$ cat config.mk
export PLATFORM = sky130hd
export DESIGN_NAME = ring_buffer_deque_core
export DESIGN_NICKNAME = d
export VERILOG_FILES = /design/src/design/rbd_pkg.sv /design/src/design/ring_buffer_deque_core.sv /design/src/design/rbd_ram.sv
export VERILOG_INCLUDE_DIRS = /design/src /design/src/design
export SDC_FILE = /design/constraint.sdc
export NUM_CORES = 1
export LEC_CHECK = 0
export ABC_CLOCK_PERIOD_IN_PS = 5900
export BUFFER_PORTS_ARGS = -buffer_cell sky130_fd_sc_hd__buf_2
export CAP_MARGIN = 30
export CORE_AREA = 2 2 240 242
export CTS_CLUSTER_SIZE = 24
export DETAILED_ROUTE_END_ITERATION = 6
export DIE_AREA = 0 0 242 244
export GPL_TIMING_DRIVEN = 0
export PLACE_DENSITY = 0.67
export SYNTH_ARGS = -nofsm -noshare
export SYNTH_HDL_FRONTEND = slang
export SYNTH_SLANG_ARGS = --single-unit
$ cat constraint.sdc
create_clock -name clk_i -period 5.9 [get_ports clk_i]
set_input_delay 0.59 -clock clk_i [delete_from_list [all_inputs] [get_ports clk_i]]
set_output_delay 0.59 -clock clk_i [all_outputs]
set_load 0.02 [all_outputs]
$ cat src/design/assert_macros.svh
// Assertion macros for the RTL files of the deque block.
`ifndef ASSERT_MACROS_SVH
`define ASSERT_MACROS_SVH

// Condition must hold in the same cycle as the trigger.
`define ASSERT_SAME(label, clk, rst_n, trig, cond, msg) \
  label: assert property (@(posedge clk) disable iff (!rst_n) (trig) |-> (cond)) \
    else $error(msg);

// Condition must hold in the cycle after the trigger.
`define ASSERT_NEXT(label, clk, rst_n, trig, cond, msg) \
  label: assert property (@(posedge clk) disable iff (!rst_n) (trig) |=> (cond)) \
    else $error(msg);

`endif

$ cat src/design/rbd_pkg.sv
// Types and constants of the ring buffer deque.
`timescale 1ns / 1ps
package rbd_pkg;

  localparam int Capacity = 16;
  localparam int IdxW     = $clog2(Capacity);
  localparam int CntW     = 5;
  localparam int DataW    = 32;
  localparam int PosW     = 5;
  localparam int ActW     = 3;
  localparam int StatW    = 2;
  // data_in/data_out plus position/count, padded to whole bytes
  localparam int TdataW   = 40;

  typedef enum logic [ActW-1:0] {
    ACT_PUSH_FRONT = 3'd0,
    ACT_PUSH_BACK  = 3'd1,
    ACT_POP_FRONT  = 3'd2,
    ACT_POP_BACK   = 3'd3,
    ACT_INSERT     = 3'd4,
    ACT_READ       = 3'd5,
    ACT_CLEAR      = 3'd6
  } action_e;

  typedef enum logic [StatW-1:0] {
    ST_OK    = 2'd0,
    ST_FULL  = 2'd1,
    ST_EMPTY = 2'd2,
    ST_RANGE = 2'd3
  } status_e;

  typedef struct packed {
    logic [DataW-1:0] data;
    status_e          status;
    logic [CntW-1:0]  count;
  } result_t;

endpackage

$ cat src/design/ring_buffer_deque_core.sv
// Top level of the ring buffer deque: request sequencer, entry RAM and result register.
`timescale 1ns / 1ps
//  channel  | dir | tdata (low bit up)           | tuser
//  s_axis   | in  | data_in[31:0], position[4:0] | action[2:0]
//  m_axis   | out | data_out[31:0], count[4:0]   | status[1:0]
//
// One request at a time; states to result register load (S_RESP while it is occupied):
//   push, clear, rejected request, insert at front or at end: S_EXEC
//   pop and read: S_EXEC, then S_RDW for the registered RAM read data
//   mid insert: S_EXEC, S_SHIFT (count - position entries, one per cycle), S_INSW
// Reset clears state, head, count and output valid; the entry RAM is not cleared.
// A result waits in the output register while the next request is taken.
module ring_buffer_deque_core (
  input  logic                       clk_i,
  input  logic                       rst_ni,
  input  logic                       s_axis_tvalid_i,
  output logic                       s_axis_tready_o,
  // data_in[31:0], position[36:32], zero pad
  input  logic [rbd_pkg::TdataW-1:0] s_axis_tdata_i,
  // action[2:0]
  input  logic [rbd_pkg::ActW-1:0]   s_axis_tuser_i,
  output logic                       m_axis_tvalid_o,
  input  logic                       m_axis_tready_i,
  // data_out[31:0], count[36:32], zero pad
  output logic [rbd_pkg::TdataW-1:0] m_axis_tdata_o,
  // status[1:0]
  output logic [rbd_pkg::StatW-1:0]  m_axis_tuser_o
);

  import rbd_pkg::*;

  `include "assert_macros.svh"

  typedef enum logic [2:0] {
    S_IDLE,
    S_EXEC,
    S_RDW,
    S_SHIFT,
    S_INSW,
    S_RESP
  } state_e;

  state_e           state_q, state_d;
  logic [ActW-1:0]  act_q, act_d;
  logic [DataW-1:0] val_q, val_d;
  logic [PosW-1:0]  pos_q, pos_d;
  logic [IdxW-1:0]  head_q, head_d;
  logic [CntW-1:0]  cnt_q, cnt_d;
  logic [CntW-1:0]  idx_q, idx_d;
  result_t          res_q, res_d;
  result_t          out_q, out_d;
  logic             m_valid_q, m_valid_d;

  logic             s_fire;
  logic             out_free;
  logic             fin;
  result_t          res;
  logic             full, empty;

  logic             we;
  logic [IdxW-1:0]  waddr, raddr;
  logic [DataW-1:0] wdata, rdata;

  logic [IdxW-1:0]  slot_front_m1, slot_cnt, slot_cnt_m1, slot_pos, slot_idx, slot_idx_m2;

  assign s_axis_tready_o = (state_q == S_IDLE);
  assign s_fire          = s_axis_tvalid_i && s_axis_tready_o;
  assign out_free        = !m_valid_q || m_axis_tready_i;
  assign full            = (cnt_q == CntW'(Capacity));
  assign empty           = (cnt_q == '0);

  // physical slots, ring wrap by truncation
  assign slot_front_m1 = head_q - IdxW'(1);
  assign slot_cnt      = head_q + cnt_q[IdxW-1:0];
  assign slot_cnt_m1   = head_q + cnt_q[IdxW-1:0] - IdxW'(1);
  assign slot_pos      = head_q + pos_q[IdxW-1:0];
  assign slot_idx      = head_q + idx_q[IdxW-1:0];
  assign slot_idx_m2   = head_q + idx_q[IdxW-1:0] - IdxW'(2);

  // request sequencer
  always_comb begin
    state_d    = state_q;
    act_d      = act_q;
    val_d      = val_q;
    pos_d      = pos_q;
    head_d     = head_q;
    cnt_d      = cnt_q;
    idx_d      = idx_q;
    res_d      = res_q;
    out_d      = out_q;
    m_valid_d  = m_valid_q;
    we         = 1'b0;
    waddr      = head_q;
    wdata      = val_q;
    raddr      = head_q;
    fin        = 1'b0;
    res.data   = '0;
    res.status = ST_OK;
    res.count  = cnt_q;

    if (m_axis_tready_i) begin
      m_valid_d = 1'b0;
    end

    case (state_q)
      S_IDLE: begin
        if (s_fire) begin
          act_d   = s_axis_tuser_i;
          val_d   = s_axis_tdata_i[DataW-1:0];
          pos_d   = s_axis_tdata_i[DataW+PosW-1:DataW];
          state_d = S_EXEC;
        end
      end
      S_EXEC: begin
        case (act_q)
          ACT_PUSH_FRONT: begin
            fin = 1'b1;
            if (full) begin
              res.status = ST_FULL;
            end else begin
              we     = 1'b1;
              waddr  = slot_front_m1;
              head_d = slot_front_m1;
              cnt_d  = cnt_q + CntW'(1);
            end
          end
          ACT_PUSH_BACK: begin
            fin = 1'b1;
            if (full) begin
              res.status = ST_FULL;
            end else begin
              we    = 1'b1;
              waddr = slot_cnt;
              cnt_d = cnt_q + CntW'(1);
            end
          end
          ACT_POP_FRONT: begin
            if (empty) begin
              fin        = 1'b1;
              res.status = ST_EMPTY;
            end else begin
              raddr   = head_q;
              head_d  = (cnt_q == CntW'(1)) ? '0 : head_q + IdxW'(1);
              cnt_d   = cnt_q - CntW'(1);
              state_d = S_RDW;
            end
          end
          ACT_POP_BACK: begin
            if (empty) begin
              fin        = 1'b1;
              res.status = ST_EMPTY;
            end else begin
              raddr   = slot_cnt_m1;
              head_d  = (cnt_q == CntW'(1)) ? '0 : head_q;
              cnt_d   = cnt_q - CntW'(1);
              state_d = S_RDW;
            end
          end
          ACT_INSERT: begin
            if (pos_q > cnt_q) begin
              fin        = 1'b1;
              res.status = ST_RANGE;
            end else if (full) begin
              fin        = 1'b1;
              res.status = ST_FULL;
            end else if (pos_q == '0) begin
              // same as push at front
              fin    = 1'b1;
              we     = 1'b1;
              waddr  = slot_front_m1;
              head_d = slot_front_m1;
              cnt_d  = cnt_q + CntW'(1);
            end else if (pos_q == cnt_q) begin
              // at the end: nothing to move
              fin   = 1'b1;
              we    = 1'b1;
              waddr = slot_pos;
              cnt_d = cnt_q + CntW'(1);
            end else begin
              // fetch last entry, then move entries up one by one
              raddr   = slot_cnt_m1;
              idx_d   = cnt_q;
              state_d = S_SHIFT;
            end
          end
          ACT_READ: begin
            if (pos_q >= cnt_q) begin
              fin        = 1'b1;
              res.status = ST_RANGE;
            end else begin
              raddr   = slot_pos;
              state_d = S_RDW;
            end
          end
          ACT_CLEAR: begin
            fin    = 1'b1;
            cnt_d  = '0;
            head_d = '0;
          end
          default: begin
            fin = 1'b1;
          end
        endcase
      end
      S_RDW: begin
        fin      = 1'b1;
        res.data = rdata;
      end
      S_SHIFT: begin
        // write entry idx-1 into slot idx; read of idx-2 runs alongside
        we    = 1'b1;
        waddr = slot_idx;
        wdata = rdata;
        if ((idx_q - CntW'(1)) > pos_q) begin
          raddr = slot_idx_m2;
          idx_d = idx_q - CntW'(1);
        end else begin
          state_d = S_INSW;
        end
      end
      S_INSW: begin
        fin   = 1'b1;
        we    = 1'b1;
        waddr = slot_pos;
        cnt_d = cnt_q + CntW'(1);
      end
      S_RESP: begin
        if (out_free) begin
          out_d     = res_q;
          m_valid_d = 1'b1;
          state_d   = S_IDLE;
        end
      end
      default: begin
        state_d = S_IDLE;
      end
    endcase

    // hand the result to the output register, or park it
    if (fin) begin
      res.count = cnt_d;
      if (out_free) begin
        out_d     = res;
        m_valid_d = 1'b1;
        state_d   = S_IDLE;
      end else begin
        res_d   = res;
        state_d = S_RESP;
      end
    end
  end

  // control state, head, count and output valid
  always_ff @(posedge clk_i or negedge rst_ni) begin
    if (!rst_ni) begin
      state_q   <= S_IDLE;
      head_q    <= '0;
      cnt_q     <= '0;
      m_valid_q <= 1'b0;
    end else begin
      state_q   <= state_d;
      head_q    <= head_d;
      cnt_q     <= cnt_d;
      m_valid_q <= m_valid_d;
    end
  end

  // payload registers
  always_ff @(posedge clk_i) begin
    act_q <= act_d;
    val_q <= val_d;
    pos_q <= pos_d;
    idx_q <= idx_d;
    res_q <= res_d;
    out_q <= out_d;
  end

  // entry storage
  rbd_ram #(
    .Width(DataW),
    .Depth(Capacity)
  ) u_ram (
    .clk_i  (clk_i),
    .we_i   (we),
    .waddr_i(waddr),
    .wdata_i(wdata),
    .raddr_i(raddr),
    .rdata_o(rdata)
  );

  assign m_axis_tvalid_o = m_valid_q;
  assign m_axis_tdata_o  = {{(TdataW - DataW - CntW){1'b0}}, out_q.count, out_q.data};
  assign m_axis_tuser_o  = out_q.status;

  // checks
  `ASSERT_SAME(a_cnt_bound, clk_i, rst_ni, 1'b1, cnt_q <= CntW'(Capacity),
               "entry count above capacity")
  `ASSERT_SAME(a_empty_head, clk_i, rst_ni, cnt_q == '0, head_q == '0,
               "head not at zero while empty")
  `ASSERT_SAME(a_shift_range, clk_i, rst_ni, state_q == S_SHIFT, idx_q > pos_q,
               "shift index at or below insert position")
  `ASSERT_NEXT(a_one_request, clk_i, rst_ni, s_fire, !s_axis_tready_o,
               "second request taken while one is in work")

endmodule

$ cat src/design/rbd_ram.sv
// Generic single-port-write, single-port-read RAM with registered read data.
`timescale 1ns / 1ps
module rbd_ram #(
  parameter int Width = 32,
  parameter int Depth = 16
) (
  input  logic                     clk_i,
  input  logic                     we_i,
  input  logic [$clog2(Depth)-1:0] waddr_i,
  input  logic [Width-1:0]         wdata_i,
  input  logic [$clog2(Depth)-1:0] raddr_i,
  output logic [Width-1:0]         rdata_o
);

  logic [Width-1:0] mem_q [Depth];
  logic [Width-1:0] rdata_q;

  // write port and registered read port
  always_ff @(posedge clk_i) begin
    if (we_i) begin
      mem_q[waddr_i] <= wdata_i;
    end
    rdata_q <= mem_q[raddr_i];
  end

  assign rdata_o = rdata_q;

endmodule
==> impl_metrics.yaml <==
run_status:
  status: "complete, but fails checks"
  violations: "design-rule violations"
worst_hold_path:
  hp-class: "in2reg"
global_routing:
  antenna_found_initial: 3
  grt_usage_pct: 24.7
  grt_pass1_vias: 17300
  grt_pass1_wl_um: 108000
  grt_max_degree: 23
  overflow: 0
logic_synthesis:
  syn_avg_cell_area_sq_um: 14.9
  synth_edf_count: 596
  synth_cell_type_count: 72
  yosys_register_bits: 680
  ys_warn_count: 0
  synth-main-ff-cell: "edfxtp_1"
  synthCells: 1914
  syn_area_sq_um: 28500
  synthArstFlopShare_pct: 1.91
  yosysSeqAreaShare_pct: 69.0
placed_design:
  dp_slack_ps: 753
  placed_cell_area_sq_um: 30500
  place_hpwl_um: 49200
  gp_congestion: 0.898
  portBuffers: 84
worst_setup_path:
  r2r_setup_slack_ps: 580
  worst-path-buf-inv: 2
  cp.required_ps: 6210
  critPathTopFamily: "simple AND/OR/NAND/NOR gates"
  slowest_stage: "dfrtp_1"
  endpoint_kind: "register"
  path_class: "reg2reg"
  endpoint: "u_ram.mem_q[9][16]$_DFFE_PP_"
  cp_max_fo: 17
  cp_slowest_stage_delay_ps: 650
  crit_chain: "inv_1 > ha_1 > nand3_1 > nor2_1 > a21oi_1 > nor3_1 > o221ai_1 > a31oi_1 > o22ai_1 > nand2b_1 > nor2_4 > buf_12"
  timing.rr.end: "u_ram.mem_q[9][16]$_DFFE_PP_"
  critPathLaunchType: "register"
  worstPathArrival_ps: 5630
  rr_startpoint: "cnt_q[1]$_DFF_PN0_"
  reg2reg_depth: 12
  crit_cells: 12
  critPathLaunch: "cnt_q[1]$_DFF_PN0_"
sta:
  fmax_ghz: 0.188
  relSlewSlack_pct: 36.3
  period_minus_slack_ps: 5320
  tightest_slew_ps: 955
  final_max_slew_viol_count: 0
  skew_ps: 30.8
  rsz0062_at_grt: "no"
  setup_viol: 0
  finalHoldViolCount: 0
  layout_setup_ws_ps: 576
  holdWs_ps: 141
  finalCritPeriodShare_pct: 90.2
route:
  drt_iter0_drc: 1733
  wirelength_um: 72700
  viasPerCell: 5.81
  wire_per_inst_um: 24.9
  ant_nets: 0
  firstDrtPassIters: 7
  num_vias: 17000
  remaining_drc_errors: 1
die:
  rows: 87
  ios: 91
  core_sq_um: 56200
  fp.dieW_um: 242
  die_h_um: 244
  initial_core_util_pct: 50.7
  design.die.area_sq_um: 59000
final_layout:
  n_antenna_cell: 0
  drive_above_1_share_pct: 18.0
  seqCellArea_sq_um: 19600
  area_growth_pct: 15.3
  final_cell_area_sq_um: 32800
  multiInputGateArea_sq_um: 8260
  fillerInstances: 4387
  nets: 2188
  finalCoreUtilization_pct: 58.4
clock_tree:
  root_buffer: "clkbuf_16"
  numCtsBuffers: 71
  cts_tree: "built"
  clk_path_buf_depth: 3
  cts_resized: 0
  insertion_delay_ps: 620
  path_clk_slew_ps: 60
  clock_sinks: 680
  htree_levels: 3
power_and_ir_drop:
  p_total_mw: 19.7
  power_density_nw_per_um2: 600
  leakage_nw: 11.3
  peakVddDrop_v: 0.000332
run:
  drv_cap: 0
==> repair_timing <==
action                    CTS  global route
buffers inserted            0             0
hold endpoints to repair   13             0
hold buffers                1             0
==> synth_stat cells (37+ instances only) <==
cell type / instances / share of area, %
a21oi_1: 38 / 0.67
and2_1: 37 / 0.81
clkbuf_1: 64 / 0.84
dfxtp_1: 71 / 5.0
edfxtp_1: 596 / 63
mux2_1: 62 / 2.5
mux2_2: 87 / 3.4
mux2i_1: 168 / 5.9
nand2_1: 203 / 2.7
nor2_1: 54 / 0.71
o211ai_1: 128 / 3.4
o21ai_0: 69 / 1.2
==> state kept, by name (all words and copies together), names as in the netlist, 5 cells and up <==
register        count
cnt_q               5
idx_q               5
m_axis_tdata_o     37
pos_q               5
res_q              39
u_ram.mem_q       512
u_ram.rdata_o      32
val_q              32
==> power by group <==
| group | total, mW | switching (mW) | internal [mW] | leakage [nW] |
|---|---|---|---|---|
| Combinational | 8.71 | 5.71 | 3.00 | 4.10 |
| Clock | 4.31 | 1.84 | 2.47 | 1.10 |
| Sequential | 6.69 | 0.314 | 6.37 | 6.13 |
| Total | 19.7 | 7.86 | 11.8 | 11.3 |
==> cells in the final DEF, fill, tap and decap left out, types with 6 or more instances in the layout <==
cell / instances
nor2_1: 41
mux2i_1: 168
a22oi_1: 7
edfxtp_1: 596
o22ai_1: 7
nand2_1: 203
buf_1: 10
nor3_1: 15
buf_2: 94
buf_12: 10
buf_4: 21
inv_1: 24
buf_6: 28
o221ai_1: 8
nand3_1: 15
a21oi_1: 38
nand4_1: 34
o21ai_0: 69
nor2_4: 13
mux2_2: 87
nand2b_1: 14
clkinv_2: 8
clkinv_1: 10
mux2_1: 62
clkbuf_1: 90
dfrtp_1: 13
ha_1: 28
mux2_4: 10
xnor2_1: 13
and2_1: 36
clkbuf_16: 71
o211ai_1: 128
dfxtp_1: 71
clkbuf_8: 6
a221oi_1: 8
==> kinds of logic (layout without fill, tap and decap cells) <==
family | after synthesis | after routing | share of synthesized area [%]
flip-flops | 680 | 680 | 69.0
AND/OR/NAND/NOR | 400 | 400 | 6.47
multiplexers | 327 | 327 | 12.3
AO/OA/AOI/OAI | 317 | 317 | 7.63
buffers and inverters | 140 | 393 | 2.50
adder cells (fa/ha/maj) | 31 | 31 | 1.44
XOR/XNOR | 18 | 18 | 0.602
other | 1 | 3 | 0.0132
==> per-stage QoR <==
step / setup TNS, ps / std cells
final: 0 / 2925
after global placement: -832880 / 2756
after global routing: 0 / 2925
after detailed placement: 0 / 2792
after floorplan: 0 / 1916
after CTS: 0 / 2925
==> how the worst min path moves through the flow <==
stage | start | endpoint | cells after the start | slack, ps
4_1_cts | s_axis_tdata_i[18] | val_q[18]$_DFFE_PP_ | 1 | 110
2_1_floorplan | rst_ni | cnt_q[0]$_DFF_PN0_ | 0 | 290
3_5_place_dp | m_axis_tdata_o[34]$_DFF_P_ | m_axis_tdata_o[34]$_DFF_P_ | 2 | 450
6_report | s_axis_tdata_i[18] | val_q[18]$_DFFE_PP_ | 1 | 140
5_1_grt | s_axis_tdata_i[4] | val_q[4]$_DFFE_PP_ | 1 | 130
3_3_place_gp | m_axis_tdata_o[34]$_DFF_P_ | m_axis_tdata_o[34]$_DFF_P_ | 2 | 440
==> metal layers <==
layer / wire, um / track usage [%]
met5: 13 / 0
met1: 31000 / 33.5
met4: 1880 / 8.21
met2: 34500 / 40.3
met3: 5300 / 4.72
==> cell type report <==
type                            instances  area share [%]
Tap cell                              756            2.88
Inverter                               24           0.274
Multi-Input combinational cell       1096            25.2
Timing Repair Buffer                  121            3.03
Sequential cell                       680            59.8
Clock inverter                         29           0.957
Clock buffer                          103            5.96
Buffer                                116            1.89
Note: power is estimated with default switching activity, not from simulation.
